===== config.mk =====
export PLATFORM = sky130hd
export DESIGN_NAME = data_format_sniffer_core
export DESIGN_NICKNAME = d
export VERILOG_FILES = /design/src/design/dfs_pkg.sv /design/src/design/dfs_track.sv /design/src/design/data_format_sniffer_core.sv
export SDC_FILE = /design/constraint.sdc
export NUM_CORES = 1
export LEC_CHECK = 0
export BUFFER_PORTS_ARGS = -buffer_cell sky130_fd_sc_hd__buf_4
export CORE_ASPECT_RATIO = 0.5
export CORE_MARGIN = 2
export CORE_UTILIZATION = 55
export CTS_CLUSTER_SIZE = 20
export DETAILED_ROUTE_END_ITERATION = 8
export PLACE_DENSITY_LB_ADDON = 0.1
export SLEW_MARGIN = 20
export SYNTH_ARGS = -nofsm -noshare
export SYNTH_HDL_FRONTEND = slang
export SYNTH_HIERARCHICAL = 1
export SYNTH_SLANG_ARGS = --single-unit

===== constraint.sdc =====
create_clock -name i_clk -period 4.1 [get_ports i_clk]
set_clock_uncertainty 0.15 [all_clocks]
set_input_delay 0.205 -clock i_clk [delete_from_list [all_inputs] [get_ports i_clk]]
set_output_delay 0.205 -clock i_clk [all_outputs]
set_load 0.03 [all_outputs]

===== src/design/dfs_pkg.sv =====
// dfs_pkg: shared types, magic constants and the classification function
// for the data format sniffer. No dependencies.
`default_nettype none

package dfs_pkg;

    typedef enum logic [3:0] {
        FMT_UNKNOWN = 4'd0,
        FMT_GLYPH   = 4'd1,
        FMT_JSON    = 4'd2,
        FMT_XML     = 4'd3,
        FMT_TAR     = 4'd4,
        FMT_ZIP     = 4'd5,
        FMT_HDF5    = 4'd6,
        FMT_PARQUET = 4'd7,
        FMT_MSGPACK = 4'd8
    } t_format;

    localparam int COUNT_W = 9;
    localparam int LEN_W   = COUNT_W + 1;
    localparam logic [COUNT_W-1:0] COUNT_MAX  = 9'd511;
    localparam logic [COUNT_W-1:0] TAR_OFFSET = 9'd257;
    localparam logic [LEN_W-1:0]   TAR_MIN    = 10'd263;

    // little-endian packing: byte 0 of the buffer in the low bits
    localparam logic [39:0] MAGIC_XML  = 40'h6C6D783F3C;
    localparam logic [31:0] MAGIC_ZIP  = 32'h04034B50;
    localparam logic [63:0] MAGIC_HDF5 = 64'h0A1A0A0D46444889;
    localparam logic [31:0] MAGIC_PAR1 = 32'h31524150;

    localparam logic [7:0] MAGIC_USTAR [5] = '{8'h75, 8'h73, 8'h74, 8'h61, 8'h72};

    // buffer status as it stands once the current word is included
    typedef struct packed {
        logic [LEN_W-1:0] len;
        logic [63:0]      lead;
        logic             nonspace;
        logic             json_start;
        logic             ustar_ok;
    } t_buf_status;

    function automatic logic is_space(input logic [7:0] c);
        return (c == 8'h20) || (c == 8'h09) || (c == 8'h0A) || (c == 8'h0D);
    endfunction

    function automatic logic opens_json(input logic [7:0] c);
        return (c == 8'h7B) || (c == 8'h5B) || (c == 8'h22) || (c == 8'h2D) ||
               ((c >= 8'h30) && (c <= 8'h39)) ||
               (c == 8'h74) || (c == 8'h66) || (c == 8'h6E);
    endfunction

    function automatic t_format classify(input t_buf_status s,
                                         input logic [LEN_W-1:0] glyph_len);
        logic [7:0] first;
        t_format    code;
        first = s.lead[7:0];
        if ((s.len == glyph_len) && ((first <= 8'h25) || (first == 8'hFF))) begin
            code = FMT_GLYPH;
        end else if (s.nonspace && s.json_start) begin
            code = FMT_JSON;
        end else if ((s.len >= 10'd5) && (s.lead[39:0] == MAGIC_XML)) begin
            code = FMT_XML;
        end else if ((s.len >= TAR_MIN) && s.ustar_ok) begin
            code = FMT_TAR;
        end else if ((s.len >= 10'd4) && (s.lead[31:0] == MAGIC_ZIP)) begin
            code = FMT_ZIP;
        end else if ((s.len >= 10'd8) && (s.lead == MAGIC_HDF5)) begin
            code = FMT_HDF5;
        end else if ((s.len >= 10'd4) && (s.lead[31:0] == MAGIC_PAR1)) begin
            code = FMT_PARQUET;
        end else if ((first == 8'hC0) || (first == 8'hC2) || (first == 8'hC3) ||
                     (first[7:6] == 2'b10)) begin
            code = FMT_MSGPACK;
        end else begin
            code = FMT_UNKNOWN;
        end
        return code;
    endfunction

endpackage

`default_nettype wire


===== src/design/dfs_track.sv =====
// dfs_track: per-buffer state (length, leading bytes, json and ustar flags)
// Depends on dfs_pkg.
`default_nettype none

module dfs_track (
    input  wire logic               i_clk,
    input  wire logic               i_rst_n,
    input  wire logic               i_accept,
    input  wire logic [7:0]         i_byte_value,
    input  wire logic               i_last_byte,
    output dfs_pkg::t_buf_status    o_status
);

    logic [dfs_pkg::COUNT_W-1:0] r_byte_count, n_byte_count;
    logic [63:0]                 r_leading_bytes, n_leading_bytes;
    logic                        r_nonspace_found, n_nonspace_found;
    logic                        r_json_start, n_json_start;
    logic                        r_ustar_match, n_ustar_match;
    logic [dfs_pkg::COUNT_W-1:0] ustar_off;

    assign ustar_off = r_byte_count - dfs_pkg::TAR_OFFSET;

    always_comb begin
        n_leading_bytes = r_leading_bytes;
        for (int i = 0; i < 8; i++) begin
            if (r_byte_count == dfs_pkg::COUNT_W'(i)) begin
                n_leading_bytes[8*i +: 8] = i_byte_value;
            end
        end

        n_nonspace_found = r_nonspace_found;
        n_json_start     = r_json_start;
        if (!r_nonspace_found && !dfs_pkg::is_space(i_byte_value)) begin
            n_nonspace_found = 1'b1;
            n_json_start     = dfs_pkg::opens_json(i_byte_value);
        end

        n_ustar_match = r_ustar_match;
        if ((r_byte_count >= dfs_pkg::TAR_OFFSET) &&
            (r_byte_count < dfs_pkg::TAR_OFFSET + 9'd5)) begin
            if (i_byte_value != dfs_pkg::MAGIC_USTAR[ustar_off[2:0]]) begin
                n_ustar_match = 1'b0;
            end
        end

        n_byte_count = (r_byte_count == dfs_pkg::COUNT_MAX) ? r_byte_count
                                                             : r_byte_count + 9'd1;
    end

    assign o_status.len        = {1'b0, r_byte_count} + 10'd1;
    assign o_status.lead       = n_leading_bytes;
    assign o_status.nonspace   = n_nonspace_found;
    assign o_status.json_start = n_json_start;
    assign o_status.ustar_ok   = n_ustar_match;

    always_ff @(posedge i_clk) begin
        if (!i_rst_n || (i_accept && i_last_byte)) begin
            r_byte_count     <= '0;
            r_leading_bytes  <= '0;
            r_nonspace_found <= 1'b0;
            r_json_start     <= 1'b0;
            r_ustar_match    <= 1'b1;
        end else if (i_accept) begin
            r_byte_count     <= n_byte_count;
            r_leading_bytes  <= n_leading_bytes;
            r_nonspace_found <= n_nonspace_found;
            r_json_start     <= n_json_start;
            r_ustar_match    <= n_ustar_match;
        end
    end

    a_clear_after_last: assert property (@(posedge i_clk) disable iff (!i_rst_n)
        (i_accept && i_last_byte) |=> (r_byte_count == '0 && r_ustar_match))
        else $error("buffer state not cleared after last word");

    a_json_needs_nonspace: assert property (@(posedge i_clk) disable iff (!i_rst_n)
        r_json_start |-> r_nonspace_found)
        else $error("json flag set before any non-whitespace word");

    a_count_moves: assert property (@(posedge i_clk) disable iff (!i_rst_n)
        (i_accept && !i_last_byte && r_byte_count != dfs_pkg::COUNT_MAX)
            |=> (r_byte_count == $past(r_byte_count) + 9'd1))
        else $error("byte count did not advance");

endmodule

`default_nettype wire


===== src/design/data_format_sniffer_core.sv =====
// data_format_sniffer_core: guesses the serialization format of a buffer
// streamed one word per cycle. Depends on dfs_pkg and dfs_track.
// Throughput: one word per cycle; a new buffer may start right after a last word.
// Latency: the result is valid the cycle after the last word is accepted.
// Only a last word waits on a stalled result; other words keep flowing.
// Reset is synchronous, active low, and clears all buffer state and o_out_valid.
`default_nettype none

module data_format_sniffer_core #(
    parameter int GLYPH_LENGTH = 192
) (
    input  wire logic       i_clk,
    input  wire logic       i_rst_n,
    input  wire logic       i_in_valid,
    output logic            o_in_stall,
    input  wire logic [7:0] i_byte_value,
    input  wire logic       i_last_byte,
    output logic            o_out_valid,
    input  wire logic       i_out_stall,
    output logic [3:0]      o_format_code
);

    logic                 in_acc;
    logic                 out_free;
    dfs_pkg::t_buf_status status;
    logic                 r_out_valid;
    dfs_pkg::t_format     r_code;

    // only a last word needs the result register
    assign out_free   = !r_out_valid || !i_out_stall;
    assign o_in_stall = i_last_byte && !out_free;
    assign in_acc     = i_in_valid && !o_in_stall;

    dfs_track u_track (
        .i_clk        (i_clk),
        .i_rst_n      (i_rst_n),
        .i_accept     (in_acc),
        .i_byte_value (i_byte_value),
        .i_last_byte  (i_last_byte),
        .o_status     (status)
    );

    always_ff @(posedge i_clk) begin
        if (!i_rst_n) begin
            r_out_valid <= 1'b0;
        end else if (out_free) begin
            r_out_valid <= in_acc && i_last_byte;
        end
    end

    always_ff @(posedge i_clk) begin
        if (in_acc && i_last_byte) begin
            r_code <= dfs_pkg::classify(status, dfs_pkg::LEN_W'(GLYPH_LENGTH));
        end
    end

    assign o_out_valid   = r_out_valid;
    assign o_format_code = r_code;

    a_result_follows_last: assert property (@(posedge i_clk) disable iff (!i_rst_n)
        (in_acc && i_last_byte) |=> o_out_valid)
        else $error("no result after last word");

    a_no_invented_result: assert property (@(posedge i_clk) disable iff (!i_rst_n)
        $rose(o_out_valid) |-> $past(in_acc && i_last_byte))
        else $error("result without a last word");

    a_code_in_range: assert property (@(posedge i_clk) disable iff (!i_rst_n)
        o_out_valid |-> (o_format_code <= dfs_pkg::FMT_MSGPACK))
        else $error("format code out of range");

endmodule

`default_nettype wire

# Word-level counts from Yosys, hierarchy flattened
# Memories as Yosys holds them, arrays and structs flattened.
# Cells that the tools add are included.
totals:
  latchBits: 0
  in_bits: 13
  out_inout_bits: 6
  romBits: 64
  ram_bits: 0
  regBits: 81
  word_cells: 116
  n_memories: 1
memory_table:
  columns: ["memory", "depth", "width", "rd", "rd_ports_with_merged_regs", "write_ports", "line_no", "text"]
  rows:
  - ["(no name shown)", 8, 8, 1, 0, 0, "dfs_track.sv:41", "if (i_byte_value != dfs_pkg::MAGIC_USTAR[ustar_off[2:0]]) begin"]
classes:
  multipliers: 0
  addsub: 3
  n_mux: 21
  reduce_logical: 40
  eq_ne: 30
  shift: 0
  div: 0
  magnitude_cmp: 10
  n_bitwise: 2
op_table:
  columns: ["op", "count"]
  rows:
  - ["2-to-1 mux 8 bit", 10]
  - ["== test 64 x 60 -> 1 bit (second input constant)", 1]
  - ["== test 40 x 39 -> 1 bit (second input constant)", 1]
  - ["== test 8 x 7 -> 1 bit (second input constant)", 5]
  - ["== test 9 x 3 -> 1 bit (second input constant)", 4]
  - ["== test 32 x 27 -> 1 bit (second input constant)", 1]
  - ["== test 32 x 30 -> 1 bit (second input constant)", 1]
  - ["== test 8 bit (second input constant)", 4]
  - ["== test 8 x 4 -> 1 bit (second input constant)", 3]
  - ["== test 8 x 6 -> 1 bit (second input constant)", 3]
  - ["greater-or-equal comparator 10 x 3 -> 1 bit (second input constant)", 2]
  - ["== test 9 x 2 -> 1 bit (second input constant)", 2]
  - ["<= comparator 8 x 6 -> 1 bit (second input constant)", 2]
  - ["logical OR 1 bit", 16]
  - ["logical AND 1 bit", 13]
  - ["2-to-1 mux 3 bit", 4]
  - ["adder 9 x 1 -> 10 bit (second input constant)", 1]
  - ["== test 10 x 8 -> 1 bit (second input constant)", 1]
  - ["greater-or-equal comparator 10 x 4 -> 1 bit (second input constant)", 1]
  - ["greater-or-equal comparator 10 x 9 -> 1 bit (second input constant)", 1]
  - ["adder 9 x 1 -> 9 bit (second input constant)", 1]
  - ["== test 9 x 1 -> 1 bit (second input constant)", 1]
  - ["== test 9 bit (second input constant)", 1]
  - ["greater-or-equal comparator 9 bit (second input constant)", 1]
  - ["other kinds (16)", 26]

# Logic depth before layout (Yosys ltp)
# Gate-level depths: netlist of run 1.
depth:
  word_depth: 13
  mapped_depth: 12
  mapped_depth_nobuf: 10

# Hierarchy
# Netlist of run 1, hierarchy kept.
by_module_without_submodules:
  columns: ["module", "area_each_um2", "instances", "seq_area_each_um2", "cells_per_inst"]
  rows:
  - ["dfs_track", 3862.5, 1, 1521.5, 451]
  - ["data_format_sniffer_core", 933.4, 1, 140.1, 117]

# Least setup slack after synthesis of run 1
# OpenSTA, ideal clock, no wires.
synth_timing:
  path_kind: "register -> register"
  start: "register u_track/r_byte_count[4] (netlist bit)"
  end: "register r_code[2], in the netlist o_format_code[2] (data pin)"
  arrival_ps: 3024
  path_buffers: 2
  path_slack_ps: 670
  path_stages_with_launch: 12
  period_less_slack_ps: 3430
  required_ps: 3694
  setup_time_ps: 256
  path_cell_list: "dfxtp_1 clkbuf_1 or4_1 clkbuf_1 nor4_2 nand2_1 mux2_2 or4_4 nor4_4 nand2_1 o21a_2 o211a_1"
synth_lines:
  columns: ["item", "line_no", "text"]
  rows:
  - ["from (decl)", "dfs_track.sv:14", "logic [dfs_pkg::COUNT_W-1:0] r_byte_count, n_byte_count;"]
  - ["from (signal assigned)", "dfs_track.sv:64", "r_byte_count <= n_byte_count;"]
  - ["to (signal assigned)", "data_format_sniffer_core.sv:53", "r_code <= dfs_pkg::classify(status, dfs_pkg::LEN_W'(GLYPH_LENGTH));"]
  - ["to (decl)", "data_format_sniffer_core.sv:27", "dfs_pkg::t_format r_code;"]

==> results of run 1 <==
==> cells by family (layout without fill, tap and decap cells) <==
group                    count (synthesis)  in the layout  share of synthesized area, %
AND/OR/NAND/NOR                        254            254                         30.89
XOR/XNOR                                14             14                         2.557
buffers and inverters                   46             57                         3.835
flip-flops                              81             81                         34.65
AO/OA/AOI/OAI                          114            114                         14.06
multiplexers                            52             52                         12.18
adder cells (fa/ha/maj)                  7              7                         1.826
==> cell type report <==
cell class / instances / area share, %
Clock buffer: 10 / 4.296
Clock inverter: 6 / 1.244
Inverter: 10 / 0.7042
Multi-Input combinational cell: 441 / 55.38
Sequential cell: 81 / 31.17
Tap cell: 117 / 2.746
Timing Repair Buffer: 31 / 4.460
==> cell usage after synthesis, drive strengths merged (3+ instances only) <==
| master | count | area [um2] |
|---|---|---|
| o21a | 3 | 23.77 |
| buf | 11 | 52.55 |
| xor2 | 7 | 61.31 |
| xnor2 | 7 | 61.31 |
| nor4 | 19 | 152.7 |
| clkbuf | 25 | 93.84 |
| nand2 | 49 | 183.9 |
| nor3 | 17 | 101.4 |
| mux2 | 51 | 574.3 |
| nor4bb | 4 | 40.04 |
| o21ai | 83 | 415.4 |
| nand2b | 6 | 37.54 |
| nand4 | 15 | 93.84 |
| nor3b | 3 | 22.52 |
| and3 | 3 | 18.77 |
| nand3 | 74 | 390.4 |
| and2 | 3 | 18.77 |
| inv | 9 | 33.78 |
| o2111ai | 3 | 26.28 |
| nor2 | 21 | 78.83 |
| edfxtp | 4 | 120.1 |
| nor4b | 7 | 76.32 |
| nor2b | 6 | 37.54 |
| or4 | 4 | 37.53 |
| dfxtp | 77 | 1541 |
| or2 | 3 | 18.77 |
| a21oi | 5 | 25.02 |
| or3 | 6 | 42.54 |
| ha | 7 | 87.58 |
| nand4b | 5 | 43.79 |
==> worst max path at each step <==
stage | slack, ns | endpoint | start | cells past startpoint
final | 0.30 | o_format_code[3]$_SDFFCE_PP0P_ | u_track/r_byte_count[6]$_SDFFE_PP0P_ | 9
after global routing | 0.11 | o_format_code[2]$_SDFFCE_PP0P_ | u_track/r_byte_count[6]$_SDFFE_PP0P_ | 9
after CTS | 0.39 | o_format_code[2]$_SDFFCE_PP0P_ | u_track/r_byte_count[6]$_SDFFE_PP0P_ | 9
after detailed placement | 0.40 | o_format_code[1]$_SDFFCE_PP0P_ | u_track/r_byte_count[6]$_SDFFE_PP0P_ | 9
after global placement | 0.47 | o_format_code[1]$_SDFFCE_PP0P_ | u_track/r_byte_count[6]$_SDFFE_PP0P_ | 9
after floorplan | 0.67 | o_format_code[2]$_SDFFCE_PP0P_ | u_track/r_byte_count[4]$_SDFFE_PP0P_ | 11
==> registers in the layout (all words and copies together) (netlist names) <==
register	count
u_track/r_json_start	1
u_track/r_nonspace_found	1
u_track/r_ustar_match	1
o_format_code	4
o_out_valid	1
u_track/r_leading_bytes	64
u_track/r_byte_count	9
==> power groups by stage <==
stage                     clock network, uW  logic [uW]  registers, uW
after global placement                    0         225            832
after CTS                               819         229            815
after global routing                    856         253            816
after floorplan                           0         142            834
after detailed placement                  0         227            832
final                                   813         237            815
==> per-stage QoR <==
| stage | hold WS (ns) | instance area (um2) |
|---|---|---|
| floorplan | 0.2086 | 4796 |
| global placement | 0.2990 | 5015 |
| detailed placement | 0.3072 | 5015 |
| CTS | 0.1248 | 5330 |
| global route | 0.1239 | 5330 |
| finish | 0.1403 | 5330 |
==> worst register-to-register path, stage by stage (launching register included) <==
cell and delay, ns:
dfxtp_1 0.34, or4_1 0.59, nor4_2 0.42, nand2_1 0.39, mux2_2 0.41, nand2b_1 0.21
or4b_1 0.54, nor2_1 0.21, a32o_1 0.21, nor3_1 0.08
==> layer usage <==
layer / part of all wire (%) / vias to the layer above / global-route usage, % / routed length, um
met3: 8.5 / 22 / 8.061 / 1252
met4: 1.3 / 0 / 6.250 / 184
li1: - / 2136 / - / -
met2: 41 / 173 / 45.78 / 6007
met5: 0 / - / 0 / 0
met1: 49 / 2152 / 49.30 / 7255
==> repair_timing <==
item                                   4_1_cts  5_1_grt
setup endpoints to repair                    0        0
endpoints found under the hold margin        1        0
hold buffers                                 2        0
==> metrics.cfg, run 1 <==
[outcome]
outcome = complete, no violations

[setup_path]
slowest_stage = or4_1
setup.worst_path.class = reg -> reg
cpPeakStageDelay_ns = 0.59
path_max_fanout = 10
cp_top_family = simple AND/OR/NAND/NOR gates
r2r_end = o_format_code[3]$_SDFFCE_PP0P_
crit_arrival_ns = 3.73
reg2reg_slack_ns = 0.30
crit_buf_inv = 0
end_kind = flip-flop
startpoint_type = flip-flop
cp_cell_sequence = or4_1 > nor4_2 > nand2_1 > mux2_2 > nand2b_1 > or4b_1 > nor2_1 > a32o_1 > nor3_1
rr_worst_depth = 9
crit_required_ns = 4.03
r2r_start = u_track/r_byte_count[6]$_SDFFE_PP0P_

[synthesis]
syn_nets = 588
synthFlopType = dfxtp_1
yosys_register_bits = 81
avgSynthCellArea_um2 = 8.443
synthCells = 568
synth_warnings = 6
yosysSeqAreaShare_pct = 34.65
async_flop_share_pct = 0
synth_edf_count = 4
synth_cell_types = 62
syn-cell-area_mm2 = 0.004796

[power]
p_per_area_mw_per_mm2 = 349.9
power.leakage_uw = 0.001916
p_switching_uw = 506.8
seq_power_share_pct = 43.7
vdd_drop_max_mv = 0.2316
switching_share_pct = 27.17
finalPower_uw = 1865
power.internal_uw = 1358
pwr-share-clk_pct = 43.6
power_frac_comb_pct = 12.7

[route]
routed_wl_um = 14700
drc = 0
via_count = 4483
drtAntennaViolNets = 0
wire_per_inst_um = 21.12
drt_iter0_drc = 410
routed_via_density = 6.441
firstDrtPassIters = 5

[placement]
port_buffers = 18
post-dp-hpwl_um = 10350
place_inst = 678
pre_cts_slack_ns = 0.4017
routabilityCongestion = 0.9911

[timing]
period_share_pct = 92.65
period_needed_ns = 3.799
worst_slack_ns = 0.3012
tns_ns = 0
slew_headroom_pct = 47.28
setup_viol = 0
fmax_mhz = 263.2
worst_pin_slew_ns = 0.7909
rsz0062_at_grt = no
drv_slew = 0
hold_viol_final = 0

[clock_network]
clk_path_buf_depth = 2
cts_tree = done
cts_max_level = 3
cts.sinks = 81
numCtsBuffers = 9
root_buffer = clkbuf_16
post_cts_buffers = 0
insertion_delay_ns = 0.34
cts_resized = 0
clk_pin_slew_ns = 0.06

[global_routing]
groute.usage.overall_pct = 32.31
grt-ovfl-total = 0
first_global_vias = 4043
grt_pass1_wl_um = 23070
antenna_found_initial = 0
grt_max_degree = 42

[layout]
final_nets = 594
drive_above_1_share_pct = 20.38
mostFrequentLayoutCells = 83 x o21ai_0, 77 x dfxtp_1, 70 x nand3_1
area_growth_pct = 11.14
layoutNonFillerInstCount = 696
antenna_cells = 0
multiInputGateArea_mm2 = 0.002952
postLayoutCoreUtil_pct = 62.06
ff_latch_area_mm2 = 0.001662
fill_cells = 772
layout_commonest_cell = o21ai_0

[run]
maxCapViolations = 0

[floorplanning]
die_height_um = 70.03
rows = 24
core_mm2 = 0.008588
ios = 19
die_w_um = 136.1
start_util_pct = 55.84
dieArea_mm2 = 0.009528

[min_path]
hold_path_class = in -> reg
hold_path_depth = 3
worstHoldStart = i_last_byte
min_to = u_track/r_ustar_match$_SDFFE_PP1P_

No activity file was read; power rests on OpenSTA's default activity.
==> inputs of run 2 (changes only) <==
--- a/config.mk
+++ b/config.mk
@@ -5,7 +5,7 @@
 export SDC_FILE = /design/constraint.sdc
 export NUM_CORES = 1
 export LEC_CHECK = 0
-export BUFFER_PORTS_ARGS = -buffer_cell sky130_fd_sc_hd__buf_4
+export BUFFER_PORTS_ARGS = -buffer_cell sky130_fd_sc_hd__buf_2
 export CORE_ASPECT_RATIO = 0.5
 export CORE_MARGIN = 2
 export CORE_UTILIZATION = 55
==> run 2 against run 1 <==
  * Cell count increased by 0.14%
  * First-iteration DRC count increased by 6.1%
  * Sequential power about the same
  * Critical endpoint is now o_format_code[1]$_SDFFCE_PP0P_
==> metrics.cfg, run 2 (same netlist as run 1, synthesis figures left out) <==
[timing]
tns_ns = 0  ; unchanged
period_needed_ns = 3.800  ; +0.001300 ns
setup_viol = 0  ; unchanged
period_share_pct = 92.68  ; about the same
hold_ws_ns = 0.1327  ; -0.007591 ns
hold_viol_final = 0  ; unchanged
worst_pin_slew_ns = 0.7686  ; -0.02223 ns
slew_headroom_pct = 48.76  ; +1.5 points
rsz0062_at_grt = no
fmax_mhz = 263.2  ; about the same
drv_slew = 0  ; unchanged

[layout]
mostFrequentLayoutCells = 83 x o21ai_0, 77 x dfxtp_1, 70 x nand3_1
fill_cells = 783  ; +1.4%
final_cell_area_mm2 = 0.005304  ; -0.49%
area_growth_pct = 10.59
postLayoutCoreUtil_pct = 61.76  ; -0.31 points
regMostFlops = u_track/r_leading_bytes
final_nets = 595  ; +0.17%
largest_register_ffs = 64  ; unchanged
antenna_cells = 0  ; unchanged
drive_above_1_share_pct = 20.52  ; +0.14 points
reg_top3 = u_track/r_leading_bytes (64), u_track/r_byte_count (9), o_format_code (4)
layout_commonest_cell = o21ai_0

[setup_path]
crit_required_ns = 4.03  ; about the same
setup.worst_path.class = reg -> reg
path_max_fanout = 10  ; unchanged
slowest_stage = or4_1
cp_cell_sequence = or4_1 > nor4_2 > nand2_1 > mux2_2 > nor4b_4 > nand4b_1 > or4_1 > nand3_1 > o22ai_1
startpoint_type = flip-flop
reg2reg_slack_ns = 0.30  ; about the same
cpPeakStageDelay_ns = 0.64  ; +0.05 ns
r2r_end = o_format_code[1]$_SDFFCE_PP0P_
crit_buf_inv = 0  ; unchanged
rr_worst_depth = 9  ; unchanged
cp_common_cell = or4_1
crit_arrival_ns = 3.73  ; about the same
end_kind = flip-flop
cp-startpoint = u_track/r_byte_count[6]$_SDFFE_PP0P_
r2r_start = u_track/r_byte_count[6]$_SDFFE_PP0P_
cp_top_family = simple AND/OR/NAND/NOR gates

[route]
routed_via_density = 6.439  ; about the same
routed_wl_um = 14410  ; -2.0%
drt_iter0_drc = 435  ; +6.1%
drc = 0  ; unchanged
via_count = 4488  ; +0.11%
wire_per_inst_um = 20.67  ; -2.1%
firstDrtPassIters = 5  ; unchanged
drtAntennaViolNets = 0  ; unchanged

[placement]
port_buffers = 18  ; unchanged
placedInstanceArea_mm2 = 0.004977  ; -0.75%
post-dp-hpwl_um = 10060  ; -2.9%
routabilityCongestion = 0.9714  ; -2.0%

[clock_network]
cts.sinks = 81  ; unchanged
hold_buffers = 2  ; unchanged
root_buffer = clkbuf_16
post_cts_buffers = 0  ; unchanged
cts_tree = done
cts_resized = 0  ; unchanged
insertion_delay_ns = 0.34  ; about the same
clk_path_buf_depth = 2  ; unchanged
clk_pin_slew_ns = 0.06  ; about the same
numCtsBuffers = 9  ; unchanged
cts_max_level = 3  ; unchanged

[min_path]
worstHoldStart = i_rst_n
hold_path_depth = 3  ; unchanged
hold_path_class = in -> reg
min_to = u_track/r_ustar_match$_SDFFE_PP1P_

[global_routing]
grt_max_degree = 40  ; -4.8%
groute.usage.overall_pct = 31.36  ; -0.94 points
grt-ovfl-total = 0  ; unchanged
antenna_found_initial = 0  ; unchanged
first_global_vias = 4058  ; +0.37%
grt_pass1_wl_um = 22460  ; -2.6%

[outcome]
outcome = complete, no violations

[power]
p_per_area_mw_per_mm2 = 352.0  ; +0.60%
power.leakage_uw = 0.001912  ; -0.19%
vdd_drop_max_mv = 0.1942  ; -16%

[run]
maxCapViolations = 0  ; unchanged

[floorplanning]
start_util_pct = 55.84  ; unchanged
ios = 19  ; unchanged
rows = 24  ; unchanged
die_w_um = 136.1  ; unchanged
dieArea_mm2 = 0.009528  ; unchanged
die_height_um = 70.03  ; unchanged
core_mm2 = 0.008588  ; unchanged

## run 2: per-stage QoR
| stage | instances | setup WS (ns) | power (uW) |
|---|---|---|---|
| 5_1_grt | 697 | 0.1312 | 1924 |
| 6_report | 697 | 0.2999 | 1867 |
| 3_3_place_gp | 679 | 0.4140 | 1050 |
| 3_5_place_dp | 679 | 0.3604 | 1050 |
| 2_1_floorplan | 568 | 0.6701 | 976.4 |
| 4_1_cts | 697 | 0.3315 | 1871 |
## run 2: metal layers
| metal | vias to the layer above | part of all wire (%) | track usage (%) |
|---|---|---|---|
| met2 | 207 | 39 | 43.27 |
| met3 | 31 | 9.5 | 9.005 |
| li1 | 2130 | - | - |
| met5 | - | 0 | 0 |
| met4 | 0 | 2.1 | 8.796 |
| met1 | 2120 | 49 | 46.98 |
## run 2: final cells by class
class                      count  area, um2  share of cell area, %
clock inverter                 5      63.81                  1.203
tap                          117      146.4                  2.760
sequential                    81       1662                  31.33
timing repair buffer          32      200.2                  3.774
inverter                      10      37.54                 0.7077
multi-input combinational    441       2952                  55.65
clock buffer                  11      242.7                  4.577
## run 2: how the worst max path moves through the flow
stage / endpoint / slack [ns] / depth (start not counted)
after floorplan: o_format_code[2]$_SDFFCE_PP0P_ / 0.67 / 11
after global placement: o_format_code[2]$_SDFFCE_PP0P_ / 0.41 / 9
after detailed placement: o_format_code[2]$_SDFFCE_PP0P_ / 0.36 / 9
after CTS: o_format_code[2]$_SDFFCE_PP0P_ / 0.33 / 9
after global routing: o_format_code[1]$_SDFFCE_PP0P_ / 0.13 / 9
final: o_format_code[1]$_SDFFCE_PP0P_ / 0.30 / 9
## run 2: worst min-delay path, stage by stage
cell and delay (ns):
buf_2 0.11, nand3b_1 0.13, o22a_1 0.14
## run 2: report_power, final
group / total (uW) / switching [uW] / internal, uW / leakage (uW)
registers: 815 / 8.67 / 806 / 0.000660
logic: 227 / 154 / 72.4 / 0.00111
clock network: 826 / 333 / 493 / 0.000146
total: 1870 / 496 / 1370 / 0.00191
